==> src/rtl/iec104_pkg.sv <==
// ----------------------------------------------------------------------------
// iec104_pkg
// Shared constants, codes and types of the IEC 104 receive parser.
// ----------------------------------------------------------------------------
`default_nettype none

package iec104_pkg;

   // Frame layout
   localparam logic [7:0] START_BYTE        = 8'h68;
   localparam logic [7:0] MAX_APDU_LEN      = 8'd253;
   localparam logic [7:0] POS_CLASSIFY      = 8'd5;
   localparam logic [7:0] POS_DECODE        = 8'd9;
   localparam logic [7:0] FIRST_OBJ_POS     = 8'd12;
   localparam logic [7:0] FIRST_SEQ_OBJ_POS = 8'd15;
   localparam logic [7:0] POS_MAX           = 8'd255;
   localparam int         HDR_BYTES         = 9;

   // ASDU codes
   localparam logic [7:0]  TYPE_SINGLE = 8'd1;
   localparam logic [7:0]  TYPE_FLOAT  = 8'd13;
   localparam logic [15:0] COT_SPONT   = 16'd3;
   localparam logic [15:0] COT_INTERRO = 16'd20;

   // Result kinds
   localparam logic [1:0] KIND_SINGLE = 2'd0;
   localparam logic [1:0] KIND_FLOAT  = 2'd1;
   localparam logic [1:0] KIND_REPORT = 2'd2;

   // Frame classes
   localparam logic [1:0] FT_BAD = 2'd0;
   localparam logic [1:0] FT_I   = 2'd1;
   localparam logic [1:0] FT_S   = 2'd2;
   localparam logic [1:0] FT_U   = 2'd3;

   // Default depth of the event queue
   localparam int QUEUE_DEPTH = 4;

   // Object decoding mode
   typedef enum logic [1:0] {
      MODE_NONE   = 2'd0,
      MODE_SINGLE = 2'd1,
      MODE_FLOAT  = 2'd2,
      MODE_SEQ    = 2'd3
   } iec104_mode_type;

   // Everything one byte produces: an optional update and an optional report
   typedef struct packed {
      logic        upd_valid;
      logic [1:0]  upd_kind;
      logic [23:0] upd_address;
      logic [31:0] upd_value;
      logic        rpt_valid;
      logic [1:0]  rpt_frame_type;
      logic [14:0] recv_sequence;
   } iec104_evt_type;

endpackage

`default_nettype wire

==> src/rtl/iec104_apdu_rx_parser.sv <==
// ----------------------------------------------------------------------------
// iec104_apdu_rx_parser
// IEC 60870-5-104 receive-side APDU parser, one byte per clock while full is low.
// ----------------------------------------------------------------------------
// Usage:
//   Input channel: drive req_rx_byte and req_frame_end (high on the frame's
//   last byte) with push; a byte is taken on a clock edge with push high and
//   full low. Bytes of a frame arrive in order, one per clock at full rate.
//   Result channel: while empty is low the oldest result is on the rsp_ ports;
//   it is taken on a clock edge with pop high. Each completed information
//   object gives one update, and the last byte of a frame gives a frame
//   report; rsp_last marks the final result caused by a byte.
//   A result is registered in the event queue when its byte is taken.
//   Throughput: one byte per cycle while full is low. A byte that completes an object and ends
//   the frame gives two results and needs two pops; the event queue of
//   QUEUE_DEPTH entries between parser and result stage absorbs that.
//   Reset clears the parser, the receive sequence and the queue.
//   When the receiver stops popping, the queue fills and full holds off
//   further bytes; no result is lost.
// ----------------------------------------------------------------------------
`default_nettype none

module iec104_apdu_rx_parser #(
   parameter int QUEUE_DEPTH = iec104_pkg::QUEUE_DEPTH
) (
   input  wire logic         clock,
   input  wire logic         reset,
   input  wire logic [7:0]   req_rx_byte,
   input  wire logic         req_frame_end,
   input  wire logic         push,
   output logic              full,
   output logic [1:0]        rsp_kind,
   output logic [23:0]       rsp_point_address,
   output logic [31:0]       rsp_point_value,
   output logic [1:0]        rsp_frame_type,
   output logic [14:0]       rsp_recv_sequence,
   output logic              rsp_last,
   output logic              empty,
   input  wire logic         pop
);
   import iec104_pkg::*;

   logic           accept;
   logic           evt_valid;
   iec104_evt_type evt;
   iec104_evt_type head;
   logic           head_done;

   assign accept = push && !full;

   // Parse incoming bytes
   iec104_front u_front (
      .clock     (clock),
      .reset     (reset),
      .accept    (accept),
      .rx_byte   (req_rx_byte),
      .frame_end (req_frame_end),
      .evt       (evt),
      .evt_valid (evt_valid)
   );

   // Buffer events between parser and result stage
   iec104_queue #(
      .DEPTH (QUEUE_DEPTH)
   ) u_queue (
      .clock  (clock),
      .reset  (reset),
      .wr     (evt_valid),
      .wr_evt (evt),
      .full   (full),
      .rd     (head_done),
      .rd_evt (head),
      .empty  (empty)
   );

   // Present results
   iec104_back u_back (
      .clock         (clock),
      .reset         (reset),
      .head          (head),
      .head_valid    (!empty),
      .pop           (pop),
      .head_done     (head_done),
      .kind          (rsp_kind),
      .point_address (rsp_point_address),
      .point_value   (rsp_point_value),
      .frame_type    (rsp_frame_type),
      .recv_sequence (rsp_recv_sequence),
      .last          (rsp_last)
   );

endmodule

`default_nettype wire

==> src/rtl/iec104_front.sv <==
// ----------------------------------------------------------------------------
// iec104_front
// Byte parser: tracks the frame position, classifies the APCI, decodes
// information objects and builds one event per byte that has results.
// ----------------------------------------------------------------------------
`default_nettype none

module iec104_front (
   input  wire logic                      clock,
   input  wire logic                      reset,
   input  wire logic                      accept,
   input  wire logic [7:0]                rx_byte,
   input  wire logic                      frame_end,
   output iec104_pkg::iec104_evt_type     evt,
   output logic                           evt_valid
);
   import iec104_pkg::*;

   logic [7:0]      pos_ff, pos_in;
   logic [7:0]      hdr_ff [0:HDR_BYTES-1];
   logic [1:0]      class_ff, class_in;
   logic [14:0]     seq_ff, seq_in;
   logic [6:0]      left_ff, left_in;
   logic [2:0]      idx_ff, idx_in;
   logic [23:0]     addr_ff, addr_in;
   logic [31:0]     val_ff, val_in;
   iec104_mode_type mode_ff, mode_in;

   // Place one byte into a lane of a 24-bit address
   function automatic logic [23:0] put_addr_byte(input logic [23:0] a,
                                                 input logic [1:0] lane,
                                                 input logic [7:0] b);
      logic [23:0] r;
      r = a;
      case (lane)
         2'd0:    r[7:0]   = b;
         2'd1:    r[15:8]  = b;
         2'd2:    r[23:16] = b;
         default: r = a;
      endcase
      return r;
   endfunction

   // Store header bytes as they pass
   always_ff @(posedge clock) begin
      if (accept && pos_ff < 8'(HDR_BYTES)) begin
         hdr_ff[pos_ff[3:0]] <= rx_byte;
      end
   end

   // Parse one byte
   always_comb begin
      logic [15:0]     cot;
      logic [2:0]      last_idx;
      logic [2:0]      vstart;
      logic [2:0]      vlane;
      logic [23:0]     obj_addr;
      pos_in   = pos_ff;
      class_in = class_ff;
      seq_in   = seq_ff;
      left_in  = left_ff;
      idx_in   = idx_ff;
      addr_in  = addr_ff;
      val_in   = val_ff;
      mode_in  = mode_ff;
      evt      = '0;
      cot      = {rx_byte, hdr_ff[8]};
      last_idx = 3'd0;
      vstart   = 3'd0;
      vlane    = 3'd0;
      obj_addr = addr_ff;

      // Classify on the last control byte
      if (pos_ff == POS_CLASSIFY) begin
         class_in = FT_BAD;
         if (hdr_ff[0] == START_BYTE && hdr_ff[1] <= MAX_APDU_LEN) begin
            if (!hdr_ff[2][0] && !hdr_ff[4][0]) begin
               class_in = FT_I;
               seq_in   = {hdr_ff[3], hdr_ff[2][7:1]};
            end else if (hdr_ff[2] == 8'd1 && hdr_ff[3] == 8'd0 && !hdr_ff[4][0]) begin
               class_in = FT_S;
            end else if (hdr_ff[2][1:0] == 2'b11 && hdr_ff[3] == 8'd0 &&
                         hdr_ff[4] == 8'd0 && rx_byte == 8'd0) begin
               class_in = FT_U;
            end
         end
      end

      // Pick the object layout once the cause of transmission is complete
      if (pos_ff == POS_DECODE) begin
         mode_in = MODE_NONE;
         if (hdr_ff[6] == TYPE_SINGLE) begin
            mode_in = MODE_SINGLE;
         end else if (hdr_ff[6] == TYPE_FLOAT) begin
            if (cot == COT_SPONT) begin
               mode_in = MODE_FLOAT;
            end else if (cot == COT_INTERRO) begin
               mode_in = MODE_SEQ;
            end
         end
         left_in = (class_ff == FT_I && mode_in != MODE_NONE) ? hdr_ff[7][6:0] : 7'd0;
         idx_in  = 3'd0;
         addr_in = '0;
         val_in  = '0;
      end

      // Decode object bytes
      if (pos_ff >= FIRST_OBJ_POS && left_ff != 7'd0) begin
         if (mode_ff == MODE_SEQ && pos_ff < FIRST_SEQ_OBJ_POS) begin
            addr_in = put_addr_byte(addr_ff, 2'(pos_ff - FIRST_OBJ_POS), rx_byte);
         end else begin
            case (mode_ff)
               MODE_SINGLE: last_idx = 3'd3;
               MODE_FLOAT:  last_idx = 3'd7;
               default:     last_idx = 3'd4;
            endcase
            vstart = (mode_ff == MODE_SEQ) ? 3'd0 : 3'd3;
            vlane  = idx_ff - vstart;
            if (mode_ff != MODE_SEQ && idx_ff < 3'd3) begin
               addr_in = put_addr_byte((idx_ff == 3'd0) ? 24'd0 : addr_ff,
                                       idx_ff[1:0], rx_byte);
            end
            if (mode_ff != MODE_SINGLE && idx_ff >= vstart && vlane < 3'd4) begin
               if (idx_ff == vstart) begin
                  val_in = {24'd0, rx_byte};
               end else begin
                  val_in[8*vlane[1:0] +: 8] = rx_byte;
               end
            end
            if (idx_ff == last_idx) begin
               obj_addr        = addr_in;
               evt.upd_valid   = 1'b1;
               evt.upd_address = obj_addr;
               if (mode_ff == MODE_SINGLE) begin
                  evt.upd_kind  = KIND_SINGLE;
                  evt.upd_value = {24'd0, rx_byte};
               end else begin
                  evt.upd_kind  = KIND_FLOAT;
                  evt.upd_value = val_in;
               end
               left_in = left_ff - 7'd1;
               idx_in  = 3'd0;
               if (mode_ff == MODE_SEQ) begin
                  addr_in = obj_addr + 24'd1;
               end
            end else begin
               idx_in = idx_ff + 3'd1;
            end
         end
      end

      // Report and restart on the frame's last byte
      if (frame_end) begin
         evt.rpt_valid      = 1'b1;
         evt.rpt_frame_type = (pos_ff >= POS_CLASSIFY) ? class_in : FT_BAD;
         pos_in   = 8'd0;
         class_in = FT_BAD;
         left_in  = 7'd0;
         idx_in   = 3'd0;
         addr_in  = '0;
         val_in   = '0;
      end else if (pos_ff != POS_MAX) begin
         pos_in = pos_ff + 8'd1;
      end

      evt.recv_sequence = seq_in;
      evt_valid = accept && (evt.upd_valid || evt.rpt_valid);
   end

   // Advance parser state on each accepted byte
   always_ff @(posedge clock) begin
      if (reset) begin
         pos_ff   <= 8'd0;
         class_ff <= FT_BAD;
         seq_ff   <= 15'd0;
         left_ff  <= 7'd0;
         idx_ff   <= 3'd0;
         addr_ff  <= '0;
         val_ff   <= '0;
         mode_ff  <= MODE_NONE;
      end else if (accept) begin
         pos_ff   <= pos_in;
         class_ff <= class_in;
         seq_ff   <= seq_in;
         left_ff  <= left_in;
         idx_ff   <= idx_in;
         addr_ff  <= addr_in;
         val_ff   <= val_in;
         mode_ff  <= mode_in;
      end
   end

   // Objects are only counted for I frames with a known layout
   assert property (@(posedge clock) disable iff (reset)
      left_ff != 7'd0 |-> mode_ff != MODE_NONE && class_ff == FT_I)
      else $error("objects pending without a decodable I frame");

   // Outside float mode, the object byte index never exceeds 4
   assert property (@(posedge clock) disable iff (reset)
      mode_ff != MODE_FLOAT && left_ff != 7'd0 |-> idx_ff <= 3'd4)
      else $error("object byte index out of range");

endmodule

`default_nettype wire

==> src/rtl/iec104_queue.sv <==
// ----------------------------------------------------------------------------
// iec104_queue
// Small event queue between the parser and the result stage.
// ----------------------------------------------------------------------------
`default_nettype none

module iec104_queue #(
   parameter int DEPTH = iec104_pkg::QUEUE_DEPTH
) (
   input  wire logic                      clock,
   input  wire logic                      reset,
   input  wire logic                      wr,
   input  iec104_pkg::iec104_evt_type     wr_evt,
   output logic                           full,
   input  wire logic                      rd,
   output iec104_pkg::iec104_evt_type     rd_evt,
   output logic                           empty
);
   import iec104_pkg::*;

   localparam int PW = (DEPTH > 1) ? $clog2(DEPTH) : 1;
   localparam int CW = $clog2(DEPTH + 1);

   iec104_evt_type entry_ff [0:DEPTH-1];
   logic [PW-1:0]  wr_ptr_ff, wr_ptr_in;
   logic [PW-1:0]  rd_ptr_ff, rd_ptr_in;
   logic [CW-1:0]  count_ff, count_in;

   assign full   = (count_ff == CW'(DEPTH));
   assign empty  = (count_ff == '0);
   assign rd_evt = entry_ff[rd_ptr_ff];

   // Advance pointers and occupancy
   always_comb begin
      wr_ptr_in = wr_ptr_ff;
      rd_ptr_in = rd_ptr_ff;
      count_in  = count_ff;
      if (wr) begin
         wr_ptr_in = (wr_ptr_ff == PW'(DEPTH - 1)) ? '0 : wr_ptr_ff + 1'b1;
      end
      if (rd) begin
         rd_ptr_in = (rd_ptr_ff == PW'(DEPTH - 1)) ? '0 : rd_ptr_ff + 1'b1;
      end
      if (wr && !rd) begin
         count_in = count_ff + 1'b1;
      end else if (rd && !wr) begin
         count_in = count_ff - 1'b1;
      end
   end

   always_ff @(posedge clock) begin
      if (reset) begin
         wr_ptr_ff <= '0;
         rd_ptr_ff <= '0;
         count_ff  <= '0;
      end else begin
         wr_ptr_ff <= wr_ptr_in;
         rd_ptr_ff <= rd_ptr_in;
         count_ff  <= count_in;
      end
   end

   // Store written events
   always_ff @(posedge clock) begin
      if (wr) begin
         entry_ff[wr_ptr_ff] <= wr_evt;
      end
   end

   assert property (@(posedge clock) disable iff (reset) count_ff <= CW'(DEPTH))
      else $error("queue occupancy above depth");

   assert property (@(posedge clock) disable iff (reset) wr |-> !full || rd)
      else $error("write into a full queue");

   assert property (@(posedge clock) disable iff (reset)
      wr && !rd |=> count_ff == CW'($past(count_ff) + 1'b1))
      else $error("queue count did not follow a write");

endmodule

`default_nettype wire

==> src/rtl/iec104_back.sv <==
// ----------------------------------------------------------------------------
// iec104_back
// Result stage: turns each queued event into one or two result items.
// ----------------------------------------------------------------------------
`default_nettype none

module iec104_back (
   input  wire logic                      clock,
   input  wire logic                      reset,
   input  iec104_pkg::iec104_evt_type     head,
   input  wire logic                      head_valid,
   input  wire logic                      pop,
   output logic                           head_done,
   output logic [1:0]                     kind,
   output logic [23:0]                    point_address,
   output logic [31:0]                    point_value,
   output logic [1:0]                     frame_type,
   output logic [14:0]                    recv_sequence,
   output logic                           last
);
   import iec104_pkg::*;

   // High once the update of the head event has been taken
   logic upd_sent_ff, upd_sent_in;
   logic show_upd;

   assign show_upd = head.upd_valid && !upd_sent_ff;

   // Select the current result of the head event
   always_comb begin
      recv_sequence = head.recv_sequence;
      if (show_upd) begin
         kind          = head.upd_kind;
         point_address = head.upd_address;
         point_value   = head.upd_value;
         frame_type    = FT_I;
         last          = !head.rpt_valid;
      end else begin
         kind          = KIND_REPORT;
         point_address = '0;
         point_value   = '0;
         frame_type    = head.rpt_frame_type;
         last          = 1'b1;
      end
      head_done   = head_valid && pop && last;
      upd_sent_in = upd_sent_ff;
      if (head_valid && pop) begin
         upd_sent_in = !last;
      end
   end

   always_ff @(posedge clock) begin
      if (reset) begin
         upd_sent_ff <= 1'b0;
      end else begin
         upd_sent_ff <= upd_sent_in;
      end
   end

   assert property (@(posedge clock) disable iff (reset)
      head_valid && kind == KIND_REPORT |-> last)
      else $error("frame report not marked last");

   assert property (@(posedge clock) disable iff (reset)
      upd_sent_ff |-> head_valid && head.upd_valid && head.rpt_valid)
      else $error("update marked sent without a pending report");

endmodule

`default_nettype wire

==> config.mk <==
export PLATFORM = sky130hd
export DESIGN_NAME = iec104_apdu_rx_parser
export DESIGN_NICKNAME = d
export VERILOG_FILES = /design/src/rtl/iec104_pkg.sv /design/src/rtl/iec104_apdu_rx_parser.sv /design/src/rtl/iec104_front.sv /design/src/rtl/iec104_queue.sv /design/src/rtl/iec104_back.sv
export SDC_FILE = /design/constraint.sdc
export NUM_CORES = 1
export LEC_CHECK = 0
export BUFFER_PORTS_ARGS = -buffer_cell sky130_fd_sc_hd__buf_4
export CAP_MARGIN = 20
export CORE_MARGIN = 4
export CORE_UTILIZATION = 49
export DETAILED_ROUTE_END_ITERATION = 8
export GPL_TIMING_DRIVEN = 0
export PLACE_DENSITY = 0.66
export SLEW_MARGIN = 0
export SYNTH_ARGS = -nofsm -noshare
export SYNTH_HDL_FRONTEND = slang
export SYNTH_SLANG_ARGS = --single-unit
==> constraint.sdc <==
create_clock -name clock -period 7.12 [get_ports clock]
set_clock_uncertainty 0.15 [all_clocks]
set_input_delay 0.712 -clock clock [delete_from_list [all_inputs] [get_ports clock]]
set_output_delay 0.712 -clock clock [all_outputs]
set_load 0.01 [all_outputs]
==> impl_table.tex, run 1 <==
\begin{tabular}{lr}
\hline
Metric & Value \\
\hline
\multicolumn{2}{l}{\textbf{Worst hold path}} \\
\quad Capture endpoint of the worst hold path & u\_front.hdr\_ff[6][7] \\
\quad Class of the worst hold path & in2reg \\
\quad Instance count along the most critical hold path & 1 \\
\quad Start point of the worst hold path & req\_rx\_byte[7] \\
\multicolumn{2}{l}{\textbf{Logic synthesis}} \\
\quad Syn Std Cell Area & between 0.02 and 0.025 mm² \\
\quad Post-synthesis async set-or-reset flop share & 0\% \\
\quad Fraction of the yosys area taken by sequential cells & 61.6\% \\
\quad Mean instance size in the synthesized netlist & around 13 µm² \\
\quad Synth cell types & between 80 and 90 \\
\quad Number of enable-type register cells in the synthesized netlist & about 370 \\
\quad Predominant post-synthesis flop cell & sky130\_fd\_sc\_hd\_\_edfxtp\_1 \\
\quad Syn Inst Count & 1619 \\
\quad Flip-flop and latch count after synthesis & between 400 and 500 \\
\quad Yosys warning total & 0 \\
\quad Synthesized netlist net count & around 1.7k \\
\multicolumn{2}{l}{\textbf{STA}} \\
\quad Finish-stage setup viols & 0 \\
\quad Fin. max-slew vios & 0 \\
\quad Shortest period the worst path allows & roughly 4900 ps \\
\quad Sum of negative setup slack & 0 ps \\
\quad Least-Margin Pin Slew & between 1000 and 1500 ps \\
\quad Unrepaired setup endpoints after global routing & false \\
\quad Maximum achievable frequency & between 200 and 250 MHz \\
\quad Final worst path period share & $\sim$69\% \\
\quad Hold violation count in the final report & 0 \\
\quad Max-slew headroom & 23.5\% \\
\multicolumn{2}{l}{\textbf{Die}} \\
\quad Initial core utilization & 50.0\% \\
\quad Die outline area & roughly 0.047 mm² \\
\quad Number of top-level pins & 91 \\
\quad Die Span X & between 200 and 250 µm \\
\quad Die height & 216 µm \\
\quad Count of standard-cell rows & 75 \\
\quad Std-Cell Core Area & roughly 0.042 mm² \\
\multicolumn{2}{l}{\textbf{Critical path}} \\
\quad FF-to-FF Start & u\_front.mode\_ff[0] \\
\quad Critical Path Max Stage Delay & approximately 710 ps \\
\quad Crit-path max FO & 10 \\
\quad Critical setup path kind & reg2reg \\
\quad Worst reg-to-reg path cell count & 12 \\
\quad Critical path, cell by cell & ha\_1, clkbuf\_1, inv\_1, ha\_1, fa\_1, inv\_1, ha\_1, nor3b\_1, nand2\_1, nor4b\_1, o21ai\_0, nor2\_1 \\
\quad Critical path arrival & 5050 ps \\
\quad Startpoint type of the worst setup path & flop \\
\quad Buffers and inverters on the worst path & 3 \\
\quad Slowest library cell on the worst path & sky130\_fd\_sc\_hd\_\_nor3b\_1 \\
\quad CP delay by family, top & adder cells \\
\quad Internal reg-to-reg setup slack & approximately 2200 ps \\
\quad Most common cell type on the critical path & sky130\_fd\_sc\_hd\_\_ha\_1 \\
\quad Crit path capture type & flop \\
\quad Worst r2r dst & u\_queue.entry\_ff[0][49] \\
\quad Data required time of the critical path & 7280 ps \\
\multicolumn{2}{l}{\textbf{Power and ir drop}} \\
\quad Peak supply drop & approximately 0.20 mV \\
\quad Reported net switching power & about 1600 µW \\
\quad Static Leak & about 0.0076 µW \\
\quad Internal power & approximately 4900 µW \\
\quad Proportion of power drawn by the clock network & 37.0\% \\
\quad Sum of internal, switching and leakage power & roughly 6500 µW \\
\quad Switching power as a share of total power & around a quarter \\
\quad Combinational power share & between 15 and 20\% \\
\quad Power density cells & roughly 270 mW/mm² \\
\quad Sequential fraction of design power & between 40 and 50\% \\
\multicolumn{2}{l}{\textbf{Clock tree}} \\
\quad Number of sinks handled by clock tree synthesis & roughly 470 \\
\quad Number of buffers inserted for hold repair after clock tree synthesis & 0 \\
\quad Clock tree from TritonCTS & built \\
\quad Worst-skew pair later-pin latency & $\sim$600 ps \\
\quad \# Post-CTS Setup Buffers & 0 \\
\quad Clock root buffer & sky130\_fd\_sc\_hd\_\_clkbuf\_16 \\
\quad CTS HTree Levels & 2 \\
\quad Number of CTS-inserted buffers & 47 \\
\quad Clock-pin slew of the registers on the worst-case setup and hold paths & 60 ps \\
\quad CTS-repair resized insts & 0 \\
\quad CTS max path bufs & 3 \\
\multicolumn{2}{l}{\textbf{Final layout}} \\
\quad Most frequent cells in the layout & sky130\_fd\_sc\_hd\_\_edfxtp\_1 (366), sky130\_fd\_sc\_hd\_\_nand2\_1 (146), sky130\_fd\_sc\_hd\_\_nor2\_1 (145) \\
\quad Non-Filler Cell Area, Final & between 0.02 and 0.025 mm² \\
\quad Post-Layout Cell Count & about 2.4k \\
\quad Layout cells sized above 1 & around 17\% \\
\quad Final Core Density & a little under three fifths \\
\quad Area growth, synth to finish & 14.5\% \\
\quad Layout fillers & approximately 3.4k \\
\quad Most common cell after layout, fill and taps aside & sky130\_fd\_sc\_hd\_\_edfxtp\_1 \\
\quad Antenna cell count & 0 \\
\quad Number of nets in the layout & approximately 1.8k \\
\multicolumn{2}{l}{\textbf{Route}} \\
\quad DRC viols & 0 \\
\quad Residual antenna-violating net count after detailed routing & 0 \\
\quad DR vias/cell & 5.93 \\
\quad Detailed Route WL & 53200 µm \\
\quad Total via count in the routed design & between 10k and 15k \\
\quad Violation count after the first detailed-routing iteration & between 1k and 1.5k \\
\quad Wire length per cell & 22.3 µm \\
\quad Iteration count of the initial detailed-routing pass & 5 \\
\multicolumn{2}{l}{\textbf{Global route}} \\
\quad Total global-route track usage & between 20\% and 30\% \\
\quad First-pass GRT wire length & just over 80000 µm \\
\quad Number of antenna violations at the first check in global routing & 0 \\
\quad Number of global-route vias before repair & 14.1k \\
\quad Pin count of the biggest net entering global routing & 52 \\
\quad Remaining Overflow, GRT & 0 \\
\multicolumn{2}{l}{\textbf{Job}} \\
\quad Max-capacitance violation count & 0 \\
\multicolumn{2}{l}{\textbf{Place}} \\
\quad Placed instance count & 2291 \\
\quad Post-DP HPWL & between 30000 and 40000 µm \\
\quad Gpl congestion & 0.949 \\
\quad Area of placed instances & about 0.023 mm² \\
\quad Quantity of I/O buffers inserted on ports & 90 \\
\multicolumn{2}{l}{\textbf{Status}} \\
\quad Outcome & finished, final reports clean \\
\hline
\end{tabular}
## synth_stat cells (7+ instances only)
master | n | share of area [%]
sky130_fd_sc_hd__and2_1 | 35 | 1.0
sky130_fd_sc_hd__a2bb2oi_1 | 26 | 1.1
sky130_fd_sc_hd__nand2_1 | 146 | 2.6
sky130_fd_sc_hd__nor4_1 | 20 | 0.59
sky130_fd_sc_hd__nor4b_1 | 20 | 0.83
sky130_fd_sc_hd__xnor2_1 | 10 | 0.41
sky130_fd_sc_hd__clkbuf_1 | 79 | 1.4
sky130_fd_sc_hd__a31oi_1 | 29 | 0.86
sky130_fd_sc_hd__mux4_2 | 76 | 8.1
sky130_fd_sc_hd__ha_1 | 26 | 1.5
sky130_fd_sc_hd__xor2_1 | 12 | 0.50
sky130_fd_sc_hd__nand2b_1 | 11 | 0.32
sky130_fd_sc_hd__mux2_2 | 17 | 0.90
sky130_fd_sc_hd__nor2_1 | 145 | 2.6
sky130_fd_sc_hd__buf_2 | 9 | 0.21
sky130_fd_sc_hd__nor3_1 | 22 | 0.52
sky130_fd_sc_hd__edfxtp_1 | 366 | 52
sky130_fd_sc_hd__nand3_1 | 27 | 0.64
sky130_fd_sc_hd__o21a_1 | 8 | 0.28
sky130_fd_sc_hd__a32oi_1 | 7 | 0.29
sky130_fd_sc_hd__inv_1 | 29 | 0.51
sky130_fd_sc_hd__mux2i_1 | 7 | 0.33
sky130_fd_sc_hd__nor2b_1 | 63 | 1.9
sky130_fd_sc_hd__o211ai_1 | 21 | 0.74
sky130_fd_sc_hd__nor3b_1 | 18 | 0.64
sky130_fd_sc_hd__a22oi_1 | 36 | 1.3
sky130_fd_sc_hd__and3_1 | 7 | 0.21
sky130_fd_sc_hd__dfxtp_1 | 103 | 9.7
sky130_fd_sc_hd__buf_1 | 10 | 0.18
sky130_fd_sc_hd__a21oi_1 | 60 | 1.4
sky130_fd_sc_hd__o21ai_0 | 47 | 1.1
## worst max path at each step
stage	start	endpoint	slack [ps]	depth (start not counted)
final	u_front.mode_ff[0]	u_queue.entry_ff[0][49]	2230	12
after CTS	u_front.mode_ff[0]	u_queue.entry_ff[1][49]	2400	12
after global routing	u_front.mode_ff[0]	u_queue.entry_ff[2][49]	2070	12
after floorplan	u_front.mode_ff[1]	u_queue.entry_ff[0][0]	2860	9
after global placement	u_front.mode_ff[0]	u_queue.entry_ff[1][5]	670	7
after detailed placement	u_front.mode_ff[0]	u_queue.entry_ff[0][49]	2450	12
## registers in the layout, summed over array words and instances (netlist names), named ones only
name and cells:
u_back.upd_sent_ff 1, u_front.addr_ff 24, u_front.class_ff 2, u_front.hdr_ff 62, u_front.idx_ff 3, u_front.left_ff 7, u_front.mode_ff 2, u_front.pos_ff 8
u_front.seq_ff 15, u_front.val_ff 32, u_queue.count_ff 3, u_queue.entry_ff 304, u_queue.rd_ptr_ff 2, u_queue.wr_ptr_ff 2
## routing by layer
metal / wire length (µm) / share of wire [%] / GRT usage [%]
met5: 0 / 0 / 0
met4: 1800 / 3.4 / 7.74
met3: 3770 / 7.1 / 4.63
met2: 24800 / 47 / 36.1
met1: 22800 / 43 / 31.2
## logic make-up after synthesis
kind of cell,share of synthesized area (%)
buffers and inverters,2.69
XOR/XNOR,0.910
adder cells (fa/ha/maj),1.73
AO/OA/AOI/OAI,9.66
multiplexers,9.32
AND/OR/NAND/NOR,14.1
flip-flops,61.6
## power by group through the flow
stage,sequential (µW),combinational [µW],clock [µW]
2_1_floorplan,3110,634,0
3_3_place_gp,3120,1050,0
3_5_place_dp,3110,1070,0
4_1_cts,3050,1070,2460
5_1_grt,3060,1140,2590
6_report,3050,1060,2410
## metrics by stage
step | hold WS (ps) | setup WS, ps
finish | 225 | 2230
global route | 213 | 2070
CTS | 205 | 2400
detailed placement | 294 | 2450
global placement | 290 | 671
floorplan | 284 | 2860
## area by class of cell
type | count | area (µm²) | share of cell area (%)
plain buffers | 106 | 450 | 1.86
clock buffers | 64 | 1270 | 5.24
clock inverters | 21 | 233 | 0.959
inverters | 32 | 120 | 0.495
multi-input cells | 1012 | 7570 | 31.2
flip-flops and latches | 469 | 13100 | 53.8
well taps | 577 | 722 | 2.98
repair buffers | 99 | 838 | 3.46
(Power assumes the default switching activity.)
==> inputs of run 2 (changes only) <==
ABC_AREA = 1   (was not set)
clock period = 4.9 ns   (was 7.12 ns; I/O delays follow)
==> impl_table.tex, run 2 <==
\begin{tabular}{lr}
\hline
Metric & Value \\
\hline
\multicolumn{2}{l}{\textbf{STA}} \\
\quad Unrepaired setup endpoints after global routing & false \\
\quad Maximum achievable frequency & about 220 MHz \\
\quad Worst-case hold slack & 141 ps (-84.1 ps) \\
\quad Fin. max-slew vios & 0 (unchanged) \\
\quad Final worst path period share & approximately 90\% \\
\quad Hold violation count in the final report & 0 (unchanged) \\
\quad Max-slew headroom & 25.5\% (+2.0 points) \\
\quad Least-Margin Pin Slew & 1110 ps (-38.2 ps) \\
\quad Finish-stage setup viols & 0 (unchanged) \\
\quad Sum of negative setup slack & 0 ps (unchanged) \\
\quad Shortest period the worst path allows & 4480 ps \\
\multicolumn{2}{l}{\textbf{Clock tree}} \\
\quad CTS max path bufs & 3 (unchanged) \\
\quad Clock tree from TritonCTS & built \\
\quad Number of sinks handled by clock tree synthesis & 469 (unchanged) \\
\quad Clock root buffer & sky130\_fd\_sc\_hd\_\_clkbuf\_16 \\
\quad Number of CTS-inserted buffers & 48 (+2.1\%) \\
\quad Clock-pin slew of the registers on the worst-case setup and hold paths & 60 ps (about the same) \\
\quad \# Post-CTS Setup Buffers & 0 (unchanged) \\
\quad CTS-repair resized insts & 0 (unchanged) \\
\quad Number of buffers inserted for hold repair after clock tree synthesis & 1 (+1) \\
\quad CTS HTree Levels & 2 (unchanged) \\
\quad Worst-skew pair later-pin latency & 600 ps (about the same) \\
\multicolumn{2}{l}{\textbf{Critical path}} \\
\quad Startpoint type of the worst setup path & flop \\
\quad Worst r2r dst & u\_queue.entry\_ff[3][37] \\
\quad Crit path capture type & output port \\
\quad Internal reg-to-reg setup slack & 850 ps (-1380 ps) \\
\quad CP delay by family, top & buffers and inverters \\
\quad Worst reg-to-reg path cell count & 10 (-2) \\
\quad Critical path arrival & 3840 ps (-1210 ps) \\
\quad Buffers and inverters on the worst path & 7 (+4) \\
\quad FF-to-FF Start & u\_front.mode\_ff[0] \\
\quad Number of logic stages on the critical path including buffering & 11 (-1) \\
\quad Data required time of the critical path & 4260 ps (-3020 ps) \\
\quad Critical Path Max Stage Delay & 480 ps (-230 ps) \\
\quad Slowest library cell on the worst path & sky130\_fd\_sc\_hd\_\_clkbuf\_1 \\
\quad Crit-path max FO & 10 (unchanged) \\
\quad Critical path, cell by cell & buf\_2, inv\_1, buf\_2, nor2\_1, o22ai\_1, inv\_1, nor2\_1, clkinv\_1, clkbuf\_1, a21oi\_1, buf\_4 \\
\quad Critical setup path kind & reg2out \\
\quad Setup crit end & rsp\_point\_address[1] \\
\multicolumn{2}{l}{\textbf{Final layout}} \\
\quad Number of nets in the layout & 2609 (+44\%) \\
\quad Register containing the most flip-flops in the final layout & u\_queue.entry\_ff \\
\quad Area growth, synth to finish & 14.5\% (about the same) \\
\quad Largest registers & u\_queue.entry\_ff: 304 flops, u\_front.hdr\_ff: 62 flops, u\_front.val\_ff: 32 flops \\
\quad Layout fillers & 3962 (+16\%) \\
\quad Non-Filler Cell Area, Final & 0.0255 mm² (+5.0\%) \\
\quad Layout cells sized above 1 & 11.7\% (-5.5 points) \\
\quad Antenna cell count & 0 (unchanged) \\
\quad Register area & 0.0131 mm² (unchanged) \\
\quad Most frequent cells in the layout & sky130\_fd\_sc\_hd\_\_nor2\_1 (432), sky130\_fd\_sc\_hd\_\_nand2\_1 (398), sky130\_fd\_sc\_hd\_\_edfxtp\_1 (366) \\
\quad Most common cell after layout, fill and taps aside & sky130\_fd\_sc\_hd\_\_nor2\_1 \\
\quad Flip-flop count of the largest register after layout & 304 (unchanged) \\
\quad Footprint of the multi-input gates & 0.00799 mm² (+5.5\%) \\
\multicolumn{2}{l}{\textbf{Logic synthesis}} \\
\quad Synth cell types & 55 (-35\%) \\
\quad Post-synth top cells & sky130\_fd\_sc\_hd\_\_nor2\_1 (436), sky130\_fd\_sc\_hd\_\_nand2\_1 (398), sky130\_fd\_sc\_hd\_\_edfxtp\_1 (366) \\
\quad Synthesized netlist net count & 2455 (+48\%) \\
\quad Cell taking the most area after synthesis & sky130\_fd\_sc\_hd\_\_edfxtp\_1 \\
\quad Mean instance size in the synthesized netlist & 9.21 µm² (-30\%) \\
\quad Flip-flop and latch count after synthesis & 469 (unchanged) \\
\quad Cell with the most instances after synthesis & sky130\_fd\_sc\_hd\_\_nor2\_1 \\
\quad Syn Inst Count & 2414 (+49\%) \\
\quad Predominant post-synthesis flop cell & sky130\_fd\_sc\_hd\_\_edfxtp\_1 \\
\quad Post-synthesis async set-or-reset flop share & 0\% (unchanged) \\
\quad Top cells by area, synth & sky130\_fd\_sc\_hd\_\_edfxtp\_1 (49\%), sky130\_fd\_sc\_hd\_\_dfxtp\_1 (9.3\%), sky130\_fd\_sc\_hd\_\_nor2\_1 (7.4\%) \\
\quad Yosys warning total & 0 (unchanged) \\
\quad Fraction of the yosys area taken by sequential cells & 58.7\% (-3.0 points) \\
\quad Number of enable-type register cells in the synthesized netlist & 366 (unchanged) \\
\quad Syn Std Cell Area & 0.0222 mm² (+5.0\%) \\
\quad Area share of the largest cell type after synthesis & 49.4\% (-2.5 points) \\
\multicolumn{2}{l}{\textbf{Power and ir drop}} \\
\quad Power density cells & 451 mW/mm² (+68\%) \\
\quad Peak supply drop & 0.334 mV (+71\%) \\
\quad Sum of internal, switching and leakage power & 11500 µW (+76\%) \\
\quad Static Leak & 0.00907 µW (+19\%) \\
\multicolumn{2}{l}{\textbf{Route}} \\
\quad Iteration count of the initial detailed-routing pass & 6 (+1) \\
\quad Wire length per cell & 20.4 µm (-8.5\%) \\
\quad Violation count after the first detailed-routing iteration & 1648 (+29\%) \\
\quad DRC viols & 0 (unchanged) \\
\quad DR vias/cell & 5.63 (-5.1\%) \\
\quad Residual antenna-violating net count after detailed routing & 0 (unchanged) \\
\quad Total via count in the routed design & 18.0k (+28\%) \\
\quad Detailed Route WL & 65400 µm (+23\%) \\
\multicolumn{2}{l}{\textbf{Die}} \\
\quad Die height & 221 µm (+2.4\%) \\
\quad Die Span X & 221 µm (+2.4\%) \\
\quad Die outline area & 0.0489 mm² (+4.8\%) \\
\quad Number of top-level pins & 91 (unchanged) \\
\quad Count of standard-cell rows & 77 (+2.7\%) \\
\quad Std-Cell Core Area & 0.0445 mm² (+5.2\%) \\
\quad Initial core utilization & 50.0\% (-0.065 points) \\
\multicolumn{2}{l}{\textbf{Worst hold path}} \\
\quad Instance count along the most critical hold path & 1 (unchanged) \\
\quad Class of the worst hold path & in2reg \\
\multicolumn{2}{l}{\textbf{Global route}} \\
\quad Total global-route track usage & 25.9\% (+3.3 points) \\
\quad Remaining Overflow, GRT & 0 (unchanged) \\
\quad Pin count of the biggest net entering global routing & 30 (-42\%) \\
\quad Number of antenna violations at the first check in global routing & 0 (unchanged) \\
\quad First-pass GRT wire length & 100000 µm (+22\%) \\
\quad Number of global-route vias before repair & 17.2k (+22\%) \\
\multicolumn{2}{l}{\textbf{Job}} \\
\quad Max-capacitance violation count & 0 (unchanged) \\
\multicolumn{2}{l}{\textbf{Place}} \\
\quad Quantity of I/O buffers inserted on ports & 90 (unchanged) \\
\quad Gpl congestion & 0.957 (+0.81\%) \\
\quad Area of placed instances & 0.0239 mm² (+5.3\%) \\
\quad Post-DP HPWL & 45100 µm (+25\%) \\
\multicolumn{2}{l}{\textbf{Status}} \\
\quad Outcome & finished, final reports clean \\
\hline
\end{tabular}
-- run 2: changes by cell type after synthesis, moves of 76 or more --
| cell | delta |
|---|---|
| sky130_fd_sc_hd__nor2_1 | +291 |
| sky130_fd_sc_hd__nand2_1 | +252 |
| sky130_fd_sc_hd__o21ai_0 | +192 |
| sky130_fd_sc_hd__a21oi_1 | +161 |
| sky130_fd_sc_hd__inv_1 | +115 |
| sky130_fd_sc_hd__mux4_2 | -76 |
-- run 2: layer usage --
metal | part of all wire [%] | routed length, µm | global-route usage (%)
met4 | 2.6 | 1690 | 7.43
met1 | 43 | 28100 | 36.0
met2 | 47 | 30800 | 42.7
met5 | 0 | 0 | 0
met3 | 7.3 | 4790 | 3.75
-- run 2: power by group --
group	switching (µW)	internal, µW
clock network	1530	2080
logic	2210	1110
registers	70.8	4490
-- run 2: logic make-up after synthesis --
| logic type | Yosys count | synth area share (%) |
|---|---|---|
| XOR/XNOR | 11 | 0.433 |
| buffers and inverters | 295 | 5.55 |
| flip-flops | 469 | 58.7 |
| AND/OR/NAND/NOR | 1060 | 20.5 |
| AO/OA/AOI/OAI | 551 | 13.2 |
| adder cells (fa/ha/maj) | 28 | 1.64 |
-- run 2: layout make-up --
cell class | instances | area share [%]
repair buffers | 104 | 3.63
flip-flops and latches | 469 | 51.2
clock buffers | 75 | 5.35
well taps | 592 | 2.91
plain buffers | 132 | 2.44
inverters | 163 | 2.41
clock inverters | 15 | 0.673
multi-input cells | 1650 | 31.3
-- run 2: worst min-delay path by stage --
| stage | startpoint | to | slack (ps) |
|---|---|---|---|
| finish | req_rx_byte[0] | u_front.hdr_ff[2][0] | 140 |
| global route | req_rx_byte[0] | u_front.hdr_ff[4][0] | 120 |
| CTS | req_rx_byte[0] | u_front.hdr_ff[7][0] | 120 |
| detailed placement | u_front.val_ff[19] | u_front.val_ff[19] | 310 |
| global placement | u_front.val_ff[21] | u_front.val_ff[21] | 300 |
| floorplan | u_front.val_ff[0] | u_front.val_ff[0] | 290 |
-- run 2: metrics by stage --
step	std cells	utilization [%]	worst slack, ps
finish	3200	57.2	416
global route	3200	57.2	226
CTS	3200	57.2	353
detailed placement	3109	53.8	929
global placement	3096	53.2	-3750
floorplan	2414	-	-492
==> inputs of run 3 (changes only) <==
BUFFER_PORTS_ARGS = -buffer_cell sky130_fd_sc_hd__buf_2   (was -buffer_cell sky130_fd_sc_hd__buf_4)
CTS_CLUSTER_DIAMETER = 60   (was not set)
==> impl_table.tex, run 3 (synthesis results as in run 2) <==
\begin{tabular}{lr}
\hline
Metric & Value \\
\hline
\multicolumn{2}{l}{\textbf{Final layout}} \\
\quad Antenna cell count & 0 (unchanged) \\
\quad Footprint of the multi-input gates & 0.00799 mm² (unchanged) \\
\quad Post-Layout Cell Count & 3207 (+0.22\%) \\
\quad Flip-flop count of the largest register after layout & 304 (unchanged) \\
\quad Register containing the most flip-flops in the final layout & u\_queue.entry\_ff \\
\quad Layout fillers & 3997 (+0.88\%) \\
\quad Layout cells sized above 1 & 12.1\% (+0.35 points) \\
\quad Register area & 0.0131 mm² (unchanged) \\
\quad Area growth, synth to finish & 14.1\% \\
\quad Largest registers & u\_queue.entry\_ff: 304 flops, u\_front.hdr\_ff: 62 flops, u\_front.val\_ff: 32 flops \\
\quad Number of nets in the layout & 2612 (+0.11\%) \\
\quad Most common cell after layout, fill and taps aside & sky130\_fd\_sc\_hd\_\_nor2\_1 \\
\quad Most frequent cells in the layout & sky130\_fd\_sc\_hd\_\_nor2\_1 (432), sky130\_fd\_sc\_hd\_\_nand2\_1 (398), sky130\_fd\_sc\_hd\_\_edfxtp\_1 (366) \\
\multicolumn{2}{l}{\textbf{Route}} \\
\quad Residual antenna-violating net count after detailed routing & 0 (unchanged) \\
\quad DRC viols & 0 (unchanged) \\
\quad Total via count in the routed design & 18.1k (+0.66\%) \\
\quad Detailed Route WL & 65400 µm (about the same) \\
\quad DR vias/cell & 5.66 (+0.44\%) \\
\quad Violation count after the first detailed-routing iteration & 1791 (+8.7\%) \\
\quad Wire length per cell & 20.4 µm (-0.13\%) \\
\quad Iteration count of the initial detailed-routing pass & 6 (unchanged) \\
\multicolumn{2}{l}{\textbf{Critical path}} \\
\quad Critical Path Max Stage Delay & 470 ps (about the same) \\
\quad Critical path, cell by cell & buf\_2, inv\_1, buf\_2, nor2\_1, o22ai\_1, inv\_1, nor2\_1, clkinv\_1, clkbuf\_1, a21oi\_1, buf\_2 \\
\quad Crit-path max FO & 10 (unchanged) \\
\quad Crit path capture type & output port \\
\quad Critical setup path kind & reg2out \\
\quad Critical path arrival & 3940 ps (+100 ps) \\
\quad Data required time of the critical path & 4260 ps (about the same) \\
\quad CP delay by family, top & buffers and inverters \\
\quad Startpoint type of the worst setup path & flop \\
\quad Slowest library cell on the worst path & sky130\_fd\_sc\_hd\_\_inv\_1 \\
\quad Most common cell type on the critical path & sky130\_fd\_sc\_hd\_\_buf\_2 \\
\quad Buffers and inverters on the worst path & 7 (unchanged) \\
\multicolumn{2}{l}{\textbf{STA}} \\
\quad Fin. max-slew vios & 0 (unchanged) \\
\quad Sum of negative setup slack & 0 ps (unchanged) \\
\quad Maximum achievable frequency & 218 MHz (-2.0\%) \\
\quad Unrepaired setup endpoints after global routing & false \\
\quad Finish-stage setup viols & 0 (unchanged) \\
\quad Final worst path period share & 93.4\% (+1.9 points) \\
\quad Max-slew headroom & 30.8\% (+5.2 points) \\
\quad Least-Margin Pin Slew & 1040 ps (-70.1 ps) \\
\quad Shortest period the worst path allows & 4580 ps (+92.8 ps) \\
\quad Hold violation count in the final report & 0 (unchanged) \\
\multicolumn{2}{l}{\textbf{Die}} \\
\quad Die Span X & 221 µm (unchanged) \\
\quad Die outline area & 0.0489 mm² (unchanged) \\
\quad Die height & 221 µm (unchanged) \\
\quad Count of standard-cell rows & 77 (unchanged) \\
\quad Std-Cell Core Area & 0.0445 mm² (unchanged) \\
\quad Number of top-level pins & 91 (unchanged) \\
\quad Initial core utilization & 50.0\% (unchanged) \\
\multicolumn{2}{l}{\textbf{Clock tree}} \\
\quad Number of CTS-inserted buffers & 52 (+8.3\%) \\
\quad Worst-skew pair later-pin latency & 600 ps (about the same) \\
\quad \# Post-CTS Setup Buffers & 0 (unchanged) \\
\quad Clock-pin slew of the registers on the worst-case setup and hold paths & 60 ps (about the same) \\
\quad Clock tree from TritonCTS & built \\
\quad Number of sinks handled by clock tree synthesis & 469 (unchanged) \\
\quad Clock root buffer & sky130\_fd\_sc\_hd\_\_clkbuf\_16 \\
\quad CTS max path bufs & 3 (unchanged) \\
\quad CTS HTree Levels & 2 (unchanged) \\
\multicolumn{2}{l}{\textbf{Worst hold path}} \\
\quad Class of the worst hold path & in2reg \\
\multicolumn{2}{l}{\textbf{Power and ir drop}} \\
\quad Peak supply drop & 0.299 mV (-10\%) \\
\quad Static Leak & 0.00910 µW (+0.32\%) \\
\quad Sum of internal, switching and leakage power & 11500 µW (+0.13\%) \\
\quad Power density cells & 453 mW/mm² (+0.51\%) \\
\multicolumn{2}{l}{\textbf{Place}} \\
\quad Gpl congestion & 0.941 (-1.6\%) \\
\quad Quantity of I/O buffers inserted on ports & 90 (unchanged) \\
\quad Placed instance count & 3107 (-0.064\%) \\
\quad Post-DP HPWL & 45000 µm (about the same) \\
\multicolumn{2}{l}{\textbf{Global route}} \\
\quad First-pass GRT wire length & 100000 µm (+0.44\%) \\
\quad Number of antenna violations at the first check in global routing & 0 (unchanged) \\
\quad Total global-route track usage & 25.9\% (about the same) \\
\quad Number of global-route vias before repair & 17.3k (+0.40\%) \\
\quad Pin count of the biggest net entering global routing & 30 (unchanged) \\
\quad Remaining Overflow, GRT & 0 (unchanged) \\
\multicolumn{2}{l}{\textbf{Status}} \\
\quad Outcome & finished, final reports clean \\
\multicolumn{2}{l}{\textbf{Job}} \\
\quad Max-capacitance violation count & 0 (unchanged) \\
\hline
\end{tabular}
run 3: final timing paths:
path                            slack [ps]           startpoint  depth (start not counted)                      end
worst max-delay path                   320                 flop                         11              rsp_kind[0]
worst min-delay path                   180                  pop                          5       u_back.upd_sent_ff
worst max register to register         880   u_front.mode_ff[0]                         10  u_queue.entry_ff[1][37]
worst min register to register         310  u_front.addr_ff[22]                          2      u_front.addr_ff[22]
run 3: layout make-up:
cell class / count / area share, %
Tap cell: 592 / 2.92
Timing Repair Buffer: 103 / 2.62
Multi-Input combinational cell: 1650 / 31.5
Inverter: 163 / 2.42
Sequential cell: 469 / 51.4
Clock inverter: 36 / 1.26
Buffer: 132 / 2.45
Clock buffer: 62 / 5.44
run 3: through the flow:
stage	area (µm²)	utilization (%)	setup WS [ps]	hold slack [ps]
floorplan	22200	-	-492	294
global placement	23400	52.6	-3690	301
detailed placement	23700	53.2	932	306
CTS	25400	57.0	314	152
global route	25400	57.0	241	185
finish	25400	57.0	323	181
run 3: tightest hold or removal path, stage by stage:
cell and delay [ps]:
sky130_fd_sc_hd__buf_2 90, sky130_fd_sc_hd__inv_1 40, sky130_fd_sc_hd__nor2_1 50, sky130_fd_sc_hd__o21ai_0 140, sky130_fd_sc_hd__nor2_1 50
run 3: timing repair:
| action | 4_1_cts | 5_1_grt |
|---|---|---|
| hold buffers | 1 | 0 |
| hold endpoints to repair | 4 | 0 |
| gates resized for setup | 0 | 0 |
run 3: where the power goes:
| group | switching [µW] | internal (µW) | total [µW] |
|---|---|---|---|
| combinational | 2190 | 886 | 3080 |
| sequential | 71.1 | 4490 | 4560 |
| clock | 1620 | 2240 | 3860 |
run 3: metal layers:
layer	wire (µm)	GRT usage, %	vias to the layer above
li1	-	-	8592
met1	28100	35.7	8750
met2	30800	42.4	690
met3	4680	4.29	111
met4	1880	7.89	0
met5	0	0	-
